===== config.mk =====
export PLATFORM = sky130hd
export DESIGN_NAME = hcbp_packer
export DESIGN_NICKNAME = d
export VERILOG_FILES = /design/src/rtl/hcbp_pkg.sv /design/src/rtl/hcbp_packer.sv
export SDC_FILE = /design/constraint.sdc
export NUM_CORES = 1
export LEC_CHECK = 0
export BUFFER_PORTS_ARGS = -buffer_cell sky130_fd_sc_hd__clkbuf_2
export CAP_MARGIN = 20
export CORE_ASPECT_RATIO = 1.25
export CORE_MARGIN = 2
export CORE_UTILIZATION = 50
export CTS_CLUSTER_SIZE = 20
export DETAILED_ROUTE_END_ITERATION = 8
export PLACE_DENSITY = 0.76
export SYNTH_ARGS = -nofsm -noshare
export SYNTH_HDL_FRONTEND = slang
export SYNTH_SLANG_ARGS = --single-unit

===== constraint.sdc =====
create_clock -name clk -period 3.9 [get_ports clk]
set_input_delay 0.78 -clock clk [delete_from_list [all_inputs] [get_ports clk]]
set_output_delay 0.78 -clock clk [all_outputs]
set_load 0.05 [all_outputs]

===== src/rtl/hcbp_pkg.sv =====
// Shared types and constants of the Huffman code bit packer.
package hcbp_pkg;

	localparam int BYTE_W           = 8;
	localparam int CODE_W           = 16;
	localparam int LEN_W            = 5;
	localparam int PAD_W            = 4;
	localparam int SYMBOL_COUNT_DEF = 256;
	localparam int MAX_CODE_LEN_DEF = 16;

	typedef enum logic [1:0] {
		KIND_LOAD   = 2'd0,
		KIND_ENCODE = 2'd1,
		KIND_FLUSH  = 2'd2
	} kind_t;

	typedef struct packed {
		logic [1:0]        kind;
		logic [7:0]        symbol;
		logic [CODE_W-1:0] code_bits;
		logic [LEN_W-1:0]  code_length;
		logic [PAD_W-1:0]  pad_shift;
	} sym_item_t;

	typedef struct packed {
		logic [BYTE_W-1:0] out_byte;
		logic              last;
	} byte_item_t;

	typedef struct packed {
		logic              valid;
		logic              flush;
		logic [PAD_W-1:0]  pad;
		logic [CODE_W-1:0] code;
		logic [LEN_W-1:0]  len;
	} stage_t;

endpackage


===== src/rtl/hcbp_packer.sv =====
// Bit accumulator, byte packing and the output byte queue.
module hcbp_packer (
	input  logic                 clk,
	input  logic                 arst_n,
	input  hcbp_pkg::stage_t     stage,
	output logic                 take,
	output logic                 out_valid,
	input  logic                 out_stall,
	output hcbp_pkg::byte_item_t out_item
);
	import hcbp_pkg::*;

	localparam int V_W = CODE_W + BYTE_W - 1;

	logic [BYTE_W-2:0]   acc_q;
	logic [2:0]          held_q;
	logic [2*BYTE_W-1:0] queue_q;
	logic [1:0]          cnt_q;
	logic                out_accept;
	logic                advance;
	logic [V_W-1:0]      v;
	logic [LEN_W-1:0]    total;
	logic [LEN_W-1:0]    sh;
	logic [V_W:0]        aligned;
	logic [15:0]         flush_w;

	assign out_accept = (cnt_q != 2'd0) && !out_stall;
	assign take       = (cnt_q == 2'd0) || ((cnt_q == 2'd1) && out_accept);
	assign advance    = stage.valid && take;

	always_comb begin
		v       = (V_W'(acc_q) << stage.len) | V_W'(stage.code);
		total   = LEN_W'(held_q) + stage.len;
		sh      = LEN_W'(V_W + 1) - total;
		aligned = {1'b0, v} << sh;
		flush_w = {9'b0, acc_q} << stage.pad;
	end

	always_ff @(posedge clk or negedge arst_n) begin
		if (!arst_n) begin
			acc_q  <= '0;
			held_q <= '0;
			cnt_q  <= '0;
		end else if (advance) begin
			if (stage.flush) begin
				cnt_q  <= (held_q != 3'd0) ? 2'd1 : 2'd0;
				acc_q  <= '0;
				held_q <= '0;
			end else begin
				cnt_q  <= total[4:3];
				held_q <= total[2:0];
				acc_q  <= v[BYTE_W-2:0] & ~({(BYTE_W-1){1'b1}} << total[2:0]);
			end
		end else if (out_accept) begin
			cnt_q <= cnt_q - 2'd1;
		end
	end

	always_ff @(posedge clk) begin
		if (advance) begin
			if (stage.flush) begin
				queue_q <= {flush_w[BYTE_W-1:0], {BYTE_W{1'b0}}};
			end else begin
				queue_q <= aligned[V_W -: 2*BYTE_W];
			end
		end else if (out_accept) begin
			queue_q <= queue_q << BYTE_W;
		end
	end

	assign out_valid         = (cnt_q != 2'd0);
	assign out_item.out_byte = queue_q[2*BYTE_W-1:BYTE_W];
	assign out_item.last     = (cnt_q == 2'd1);

endmodule


; ---- Yosys cells after proc, flatten, opt, wreduce, memory -nomap -nowiden
; Index checks and enable logic that the tools add are counted.
[word_totals]
out_inout_bits = 11
word_cells = 33
in_bits = 30
regBits = 28
[classes]
n_reduce_logical = 9
eq_ne = 1
shifts = 4
n_mux = 9
add_sub_neg = 3
n_bitwise = 3
[op_table]
columns = op, count
row1 = 16-bit 2-to-1 mux, 3
row2 = 23-bit by 5-bit left shift with 24-bit output, 1
row3 = 23-bit by 16-bit bitwise OR with 23-bit output, 1
row4 = 7-bit by 5-bit left shift with 23-bit output, 1
row5 = 7-bit by 4-bit left shift with 8-bit output, 1
row6 = 7-bit AND, 1
row7 = 7-bit 2-to-1 mux, 1
row8 = 7-bit inverter, 1
row9 = "7-bit by 3-bit left shift with 7-bit output, first input constant", 1
row10 = 2-bit 2-to-1 mux, 3
row11 = 3-bit by 5-bit adder with 5-bit output, 1
row12 = "5-bit subtractor, first input constant", 1
row13 = 2-bit nonzero test, 2
row14 = 1-bit logical AND, 3
row15 = 3-bit 2-to-1 mux, 1
row16 = 3-bit nonzero test, 1
row17 = "2-bit by 1-bit equality test with 1-bit output, second input constant", 1
row18 = 2-bit zero test, 1
row19 = "2-bit by 1-bit subtractor with 2-bit output, second input constant", 1
row20 = 1-bit zero test, 1
row21 = 1-bit logical OR, 1
row22 = 1-bit 2-to-1 mux, 1

; ---- Longest topological paths before layout
; Gate-level depths: netlist (run 1).
[logic_depth]
depth_word = 6
depth_mapped = 14
mapped_depth_nobuf = 12

; ---- Worst setup path after synthesis (run 1)
; No wires, ideal clock.
[synth_timing]
path_kind = input to register
startpoint = input stage[0] in the netlist's numbering
endpoint = register queue_q[14] (data pin)
required_ps = 3637
arrival_ps = 3481
path_slack_ps = 156
cell_stages = 13
n_path_buf = 4
setup_time_ps = 263
path_cell_list = ha_1 > clkbuf_1 > clkinv_1 > clkbuf_1 > ha_1 > inv_1 > ha_1 > inv_1 > clkbuf_1 > buf_1 > o211ai_1 > a32oi_1 > a21oi_1
[synth_between]
elab_chain_cells = 5
elab_cells_between_ends = 7
cone_classes = 2 x add/sub / 2 x shift / 2 x mux / 1 x bitwise
[synth_rtl]
columns = item, line
row1 = "start, declared", hcbp_packer.sv:5  ; input hcbp_pkg::stage_t stage,
row2 = 3-bit by 5-bit adder with 5-bit output or 7-bit by 5-bit left shift with 23-bit output (tied branches), "hcbp_packer.sv:33, hcbp_packer.sv:32"
row3 = 5-bit subtractor or 23-bit by 16-bit bitwise OR with 23-bit output (tied branches), "hcbp_packer.sv:34, hcbp_packer.sv:32"
row4 = 23-bit by 5-bit left shift with 24-bit output *, hcbp_packer.sv:35  ; aligned = {1'b0, v} << sh;
row5 = 16-bit 2-to-1 mux *, hcbp_packer.sv:61  ; if (stage.flush) begin
row6 = 16-bit 2-to-1 mux *, hcbp_packer.sv:60  ; if (advance) begin
row7 = "end signal, assigned", hcbp_packer.sv:62  ; queue_q <= {flush_w[BYTE_W-1:0], {BYTE_W{1'b0}}};
row8 = "end signal, assigned", hcbp_packer.sv:64  ; queue_q <= aligned[V_W -: 2*BYTE_W];
row9 = "end signal, assigned", hcbp_packer.sv:67  ; queue_q <= queue_q << BYTE_W;
row10 = "end, declared", hcbp_packer.sv:17  ; logic [2*BYTE_W-1:0] queue_q;
; Every way passes the cells marked *; elsewhere a longest branch is shown, timed or not.
; A chain may end at the register's enable or synchronous reset.

; ---- Worst setup path in the final report (run 1)
; Same ends and word-level chain as after synthesis.

==> impl_metrics.json, run 1 <==
{
  "first_global_vias": 4080,
  "cts_setup_buffers": 0,
  "yosys.area.top_type": "sky130_fd_sc_hd__edfxtp_1",
  "rrSetupSlack_ns": 0.61,
  "timing.critical_path.required_ns": 3.93,
  "timing.critical_path.arrival_ns": 3.48,
  "finalNetCount": 561,
  "synth.yosys.seq_area_share_pct": 20.1,
  "synth-edff-count": 16,
  "syn_area_sq_um": 3880,
  "final_layout_size_suffix_gt1_share_pct": 18.8,
  "finish.cell_count_without_fillers": 612,
  "cts_hold_buffers": 0,
  "r2r_end": "queue_q[14]$_DFFE_PP_",
  "switching_share_pct": 58.3,
  "antennaDiodeCount": 0,
  "drv_cap": 0,
  "detail_route.iter0.violations": 578,
  "post_detailed_route_drc_marker_count": 0,
  "power_per_cell_area_nw_per_um2": 854,
  "cts.reportedPaths.clkPinSlew_ns": 0.09,
  "tns_ns": 0,
  "report.final.hold_viol_count": 0,
  "status": "finished, final reports clean",
  "floorplan.die.height_um": 102,
  "floorplan.die_area_sq_um": 8490,
  "grt_util_all_layers_pct": 33.3,
  "antenna_found_initial": 0,
  "p_seq_share_pct": 16.2,
  "synth_seq_cells": 28,
  "buffering_stage_count_on_the_worst_path_with_inverters_included": 5,
  "worstPathCellList": "clkbuf_2 -> ha_1 -> fa_1 -> inv_1 -> ha_1 -> inv_1 -> ha_1 -> inv_1 -> buf_4 -> and3_1 -> a31oi_1 -> o311ai_0 -> a211oi_1 -> a21oi_1",
  "cts.htree.levels": 1,
  "fp.coreArea_sq_um": 7440,
  "place.gp.congestion": 1.08,
  "final_critical_path_setup_slack_ns": 0.451,
  "crit_fanout": 14,
  "via_per_inst": 7.21,
  "grt_start_max_net_pins": 42,
  "syn_nets": 539,
  "p_sw_w": 0.00209,
  "dp_worst_setup_slack_ns": 0.209,
  "worst_path_dominant_cell_family": "adder cells",
  "rsz0062_at_grt": "no",
  "via_count": 4410,
  "synth_commonest_cells": "sky130_fd_sc_hd__nand2_1 (49), sky130_fd_sc_hd__clkbuf_1 (31), sky130_fd_sc_hd__nor2_1 (30)",
  "share_clk_of_total_power_pct": 4.5,
  "clk-insertion-delay-late_ns": 0.28,
  "wl_um": 13600,
  "synthesis.area_per_instance_sq_um": 7.78,
  "cell_internal_pwr_w": 0.00149,
  "placed_wire_length_estimate_um": 10600,
  "ctsRootBufferMaster": "sky130_fd_sc_hd__clkbuf_8",
  "grt_first_pass_wirelength_um": 21500,
  "comb_power_share_pct": 79.4,
  "number_of_cells_produced_by_synthesis": 499,
  "design_power_total_w": 0.00358,
  "clock_tree_from_tritoncts": "built",
  "min-delay-path-class": "in -> async",
  "yosys_warnings": 0,
  "placementRows": 35,
  "timing.critical_path.from_type": "input pin",
  "vdd.ir_drop.worst_mv": 0.541,
  "skew_ns": 0.00585,
  "post_synth_main_area_contributors": "sky130_fd_sc_hd__edfxtp_1 (12%), sky130_fd_sc_hd__dfrtp_1 (7.7%), sky130_fd_sc_hd__nand2_1 (4.7%), sky130_fd_sc_hd__a21oi_1 (3.7%), sky130_fd_sc_hd__o21ai_0 (3.6%)",
  "synthArstFlopShare_pct": 42.9,
  "critical-path-slowest-cell": "sky130_fd_sc_hd__fa_1",
  "slowest_delay_ns": 0.46,
  "timing.final.crit_share_pct": 88.4,
  "rr_worst_depth": 13,
  "grt_remaining_overflow": 0,
  "period_needed_ns": 3.45,
  "fmax_mhz": 290,
  "die_x_extent_um": 82.8,
  "criticalPathCategory": "in -> reg",
  "worstSetupEndpointType": "flip-flop",
  "tightestPinTransition_ns": 0.825,
  "ioPinCount": 41,
  "max-clock-path-buffers": 2,
  "static-leakage-power_nw": 1.64,
  "yosysTopAreaCellShare_pct": 12.4,
  "report.final.setup_viol": 0,
  "slew_viol_final": 0,
  "detail_route.wl_per_cell_um": 22.3,
  "area_growth_syn_to_layout_pct": 8.03,
  "timing.slew.headroom_pct": 44.5,
  "buffer_ports.inserted": 40,
  "placed_cells_incl_taps": 608,
  "synthFlopType": "sky130_fd_sc_hd__edfxtp_1",
  "reg2reg_from": "held_q[0]$_DFFE_PN0P_",
  "first_pass_iters": 8,
  "floorplan.initialDensity_pct": 52.1,
  "sinks_on_clock_net": 28,
  "cts-buffers-inserted": 3,
  "postRouteAntennaNets": 0,
  "most_frequently_used_cell_type_in_the_post_synthesis_netlist": "sky130_fd_sc_hd__nand2_1",
  "synthDistinctLibCells": 76,
  "post_cts.resized_instances": 0
}
[worst max-delay path by stage]
stage                         from                  endpoint  slack [ns]  depth (start not counted)
after global placement    stage[0]     queue_q[14]$_DFFE_PP_        0.25                         14
after global routing      stage[0]  queue_q[5]$_SDFFCE_PP0P_        0.26                         11
after floorplan           stage[0]     queue_q[14]$_DFFE_PP_        0.16                         13
final                     stage[0]     queue_q[14]$_DFFE_PP_        0.45                         14
after detailed placement  stage[0]     queue_q[14]$_DFFE_PP_        0.21                         14
after CTS                 stage[0]     queue_q[14]$_DFFE_PP_        0.50                         14
[power groups by stage]
stage / Combinational (W) / Clock, W / Sequential (W)
6_report: 0.00284 / 0.000159 / 0.000580
5_1_grt: 0.00306 / 0.000168 / 0.000598
4_1_cts: 0.00275 / 0.000157 / 0.000576
3_5_place_dp: 0.00274 / 0 / 0.000582
3_3_place_gp: 0.00273 / 0 / 0.000576
2_1_floorplan: 0.00208 / 0 / 0.000520
[placed cells by master (no fill, tap or decap), drive strengths merged, types with 8 or more instances in the layout]
master / Yosys / final
a211oi: 17 / 17
a21oi: 29 / 29
a221oi: 10 / 10
a31oi: 15 / 15
buf: 20 / 28
clkbuf: 31 / 43
dfrtp: 12 / 12
edfxtp: 16 / 16
ha: 9 / 9
inv: 18 / 18
mux2: 11 / 11
mux2i: 12 / 12
nand2: 49 / 49
nand3: 19 / 19
nor2: 30 / 30
nor3: 11 / 11
o211ai: 17 / 17
o21ai: 30 / 30
o221ai: 8 / 8
o22ai: 8 / 8
o311ai: 8 / 8
o31ai: 10 / 10
[logic make-up after synthesis]
logic type / after synthesis / share of synthesized area, %
XOR/XNOR: 5 / 1.68
AO/OA/AOI/OAI: 198 / 35.9
flip-flops: 28 / 20.1
adder cells (fa/ha/maj): 10 / 3.42
multiplexers: 28 / 9.48
buffers and inverters: 70 / 8.51
AND/OR/NAND/NOR: 160 / 20.9
[area by class of cell]
type	count	area, sq um
fillers	727	3250
repair buffers	68	410
clock inverters	1	3.75
well taps	92	115
flip-flops and latches	28	781
inverters	19	71.3
multi-input cells	401	2770
clock buffers	3	41.3
[flip-flops by register name (all words and copies together) (netlist names)]
signal / count
queue_q: 16
acc_q: 7
held_q: 3
cnt_q: 2
[routing by layer]
layer  routed length (um)  vias to the layer above  GRT usage [%]
met5                    0                        -              0
met4                  738                        0           17.3
met3                 1140                       57           3.33
met2                 6540                      301           56.0
met1                 5200                     2042           42.0
li1                     -                     2010              -
[metrics by stage]
stage | hold WS [ns] | utilization [%] | instance area [sq um]
after detailed placement | 0.536 | 55.7 | 4150
final | 0.365 | 56.3 | 4190
after floorplan | 0.475 | - | 3880
after global placement | 0.516 | 55.7 | 4150
after global routing | 0.381 | 56.3 | 4190
after CTS | 0.377 | 56.3 | 4190
[worst register-to-register path, stage by stage (launching register included)]
cell,delay (ns)
sky130_fd_sc_hd__dfrtp_1,0.43
sky130_fd_sc_hd__ha_1,0.23
sky130_fd_sc_hd__fa_1,0.46
sky130_fd_sc_hd__inv_1,0.09
sky130_fd_sc_hd__ha_1,0.20
sky130_fd_sc_hd__inv_1,0.09
sky130_fd_sc_hd__ha_1,0.35
sky130_fd_sc_hd__inv_1,0.09
sky130_fd_sc_hd__buf_4,0.19
sky130_fd_sc_hd__and3_1,0.17
sky130_fd_sc_hd__a31oi_1,0.13
sky130_fd_sc_hd__o311ai_0,0.21
sky130_fd_sc_hd__a211oi_1,0.33
sky130_fd_sc_hd__a21oi_1,0.10
Power figures use the tool's default switching activity.
==> run 2: changes to the inputs <==
--- a/config.mk
+++ b/config.mk
@@ -9,10 +9,10 @@
 export CAP_MARGIN = 20
 export CORE_ASPECT_RATIO = 1.25
 export CORE_MARGIN = 2
-export CORE_UTILIZATION = 50
+export CORE_UTILIZATION = 25
 export CTS_CLUSTER_SIZE = 20
 export DETAILED_ROUTE_END_ITERATION = 8
-export PLACE_DENSITY = 0.76
+export PLACE_DENSITY = 0.47
 export SYNTH_ARGS = -nofsm -noshare
 export SYNTH_HDL_FRONTEND = slang
 export SYNTH_SLANG_ARGS = --single-unit
==> run 2 against run 1 <==
- sequential share of layout area down 0.92 points
- worst hold slack gained 0.025 ns
- wire length is 12% higher
- global-route usage shrank 14 points
- clock skew rose by 0.00050 ns
- critical path depth shrank 2
- die area up 95%
- register-to-register slack got worse by 0.07 ns
- flip-flop and latch count unchanged
- first-iteration DRC count decreased by 24%
- via count is 3.1% lower
- fmax is 3.5% lower
==> impl_metrics.json, run 2 (synthesis results as in run 1) <==
{
  "grt_util_all_layers_pct": 18.8,
  "crit_top_cell": "sky130_fd_sc_hd__ha_1",
  "clk-insertion-delay-late_ns": 0.27,
  "fp.coreArea_sq_um": 15100,
  "vdd.ir_drop.worst_mv": 0.259,
  "first_pass_iters": 7,
  "slew_viol_final": 0,
  "floorplan.initialDensity_pct": 25.7,
  "report.final.hold_viol_count": 0,
  "largest_reg_flops": 16,
  "detailed_place.area_sq_um": 4330,
  "place.gp.congestion": 0.926,
  "placementRows": 50,
  "cts_setup_buffers": 0,
  "reg2reg_from": "held_q[0]$_DFFE_PN0P_",
  "cts.htree.levels": 1,
  "detail_route.iter0.violations": 439,
  "timing.slew.headroom_pct": 33.0,
  "postRouteAntennaNets": 0,
  "via_count": 4274,
  "timing.critical_path.arrival_ns": 3.68,
  "area_growth_syn_to_layout_pct": 13.6,
  "p_seq_share_pct": 15.6,
  "sinks_on_clock_net": 28,
  "skew_ns": 0.00635,
  "worstPathCellList": "clkbuf_2 -> ha_1 -> fa_1 -> inv_1 -> ha_1 -> inv_1 -> ha_1 -> buf_4 -> o311ai_0 -> buf_4 -> a21oi_1 -> a211oi_1",
  "power_per_cell_area_nw_per_um2": 853,
  "slowest_delay_ns": 0.66,
  "fmax_mhz": 280,
  "most_common_library_cell_in_the_layout_ignoring_fill_and_taps": "sky130_fd_sc_hd__nand2_1",
  "grt_start_max_net_pins": 46,
  "post_cts.resized_instances": 0,
  "max-clock-path-buffers": 2,
  "buffer_ports.inserted": 40,
  "wl_um": 15200,
  "top_regs": "queue_q: 16 flops, acc_q: 7 flops, held_q: 3 flops",
  "cts-buffers-inserted": 3,
  "status": "finished, final reports clean",
  "static-leakage-power_nw": 1.68,
  "final_layout_size_suffix_gt1_share_pct": 19.5,
  "min-delay-path-class": "in -> async",
  "tns_ns": 0,
  "floorplan.die.height_um": 143,
  "antennaDiodeCount": 0,
  "criticalPathCategory": "in -> reg",
  "design_power_total_w": 0.00376,
  "critical_path.startpoint": "stage[0]",
  "comb_power_share_pct": 78.0,
  "tightestPinTransition_ns": 1.00,
  "placed_wire_length_estimate_um": 12300,
  "finalNetCount": 564,
  "rsz0062_at_grt": "no",
  "cts_hold_buffers": 0,
  "timing.critical_path.from_type": "input pin",
  "ctsRootBufferMaster": "sky130_fd_sc_hd__clkbuf_16",
  "antenna_found_initial": 0,
  "cell_internal_pwr_w": 0.00161,
  "timing.critical_path.required_ns": 4.00,
  "first_global_vias": 4188,
  "ioPinCount": 41,
  "worst_path_dominant_cell_family": "adder cells",
  "cts.reportedPaths.clkPinSlew_ns": 0.07,
  "die_x_extent_um": 115,
  "crit_fanout": 29,
  "clock_tree_from_tritoncts": "built",
  "timing.final.crit_share_pct": 91.7,
  "via_per_inst": 5.85,
  "top_register": "queue_q",
  "worstSetupEndpointType": "flip-flop",
  "floorplan.die_area_sq_um": 16500,
  "p_sw_w": 0.00216,
  "critical-path-slowest-cell": "sky130_fd_sc_hd__o311ai_0",
  "switching_share_pct": 57.3,
  "buffering_stage_count_on_the_worst_path_with_inverters_included": 5,
  "detail_route.wl_per_cell_um": 20.8,
  "drv_cap": 0,
  "post_detailed_route_drc_marker_count": 0,
  "share_clk_of_total_power_pct": 6.3,
  "period_needed_ns": 3.58,
  "top_library_cells_by_usage_in_the_layout_fill_and_taps_aside": "sky130_fd_sc_hd__nand2_1 (49), sky130_fd_sc_hd__clkbuf_2 (40), sky130_fd_sc_hd__nor2_1 (30), sky130_fd_sc_hd__buf_4 (30), sky130_fd_sc_hd__a21oi_1 (29)",
  "layout.cell_area.non_filler_sq_um": 4410,
  "grt_remaining_overflow": 0,
  "grt_first_pass_wirelength_um": 24000,
  "report.final.setup_viol": 0
}
run 2: cell count changes in the layout (fill, tap and decap cells not counted):
cell,delta
sky130_fd_sc_hd__o21ai_2,+1
sky130_fd_sc_hd__clkbuf_1,+1
sky130_fd_sc_hd__clkbuf_16,+3
sky130_fd_sc_hd__clkinv_1,-1
sky130_fd_sc_hd__buf_12,+1
sky130_fd_sc_hd__buf_4,+2
sky130_fd_sc_hd__o21ai_1,-1
sky130_fd_sc_hd__clkbuf_8,-3
run 2: final timing paths:
check,end,slack (ns),cells past startpoint
max in group asynchronous,acc_q[5]$_DFFE_PN0P_,3.28,1
worst min register to register,held_q[0]$_DFFE_PN0P_,0.53,2
worst max register to register,queue_q[5]$_SDFFCE_PP0P_,0.54,11
worst max-delay path,queue_q[5]$_SDFFCE_PP0P_,0.32,12
min in group clk,held_q[0]$_DFFE_PN0P_,0.53,2
worst min-delay path,acc_q[3]$_DFFE_PN0P_,0.39,1
run 2: metrics by stage:
step                      worst slack (ns)  util, %  hold slack [ns]  cells
after CTS                            0.437     29.2            0.392    731
final                                0.325     29.2            0.390    731
after detailed placement             0.165     28.7            0.524    727
after floorplan                      0.156        -            0.475    499
after global placement               0.172     28.7            0.521    727
after global routing                 0.276     29.2            0.405    731
run 2: power groups by stage:
| stage | sequential, W | clock [W] | combinational [W] |
|---|---|---|---|
| floorplan | 0.000520 | 0 | 0.00208 |
| global route | 0.000610 | 0.000251 | 0.00320 |
| detailed placement | 0.000594 | 0 | 0.00288 |
| CTS | 0.000588 | 0.000245 | 0.00289 |
| finish | 0.000588 | 0.000238 | 0.00294 |
| global placement | 0.000592 | 0 | 0.00290 |
run 2: cell type report:
type	count	area, sq um
clock buffers	4	78.8
fillers	1632	10700
inverters	19	71.3
multi-input cells	401	2770
flip-flops and latches	28	781
well taps	208	260
repair buffers	71	445
run 2: per-layer routing:
metal  routed length [um]  GRT usage [%]  vias up
met5                    0              0        -
met4                  613           8.56        0
met3                  853           1.91       33
met2                 7430           31.8      190
met1                 6330           24.0     2041
li1                     -              -     2010
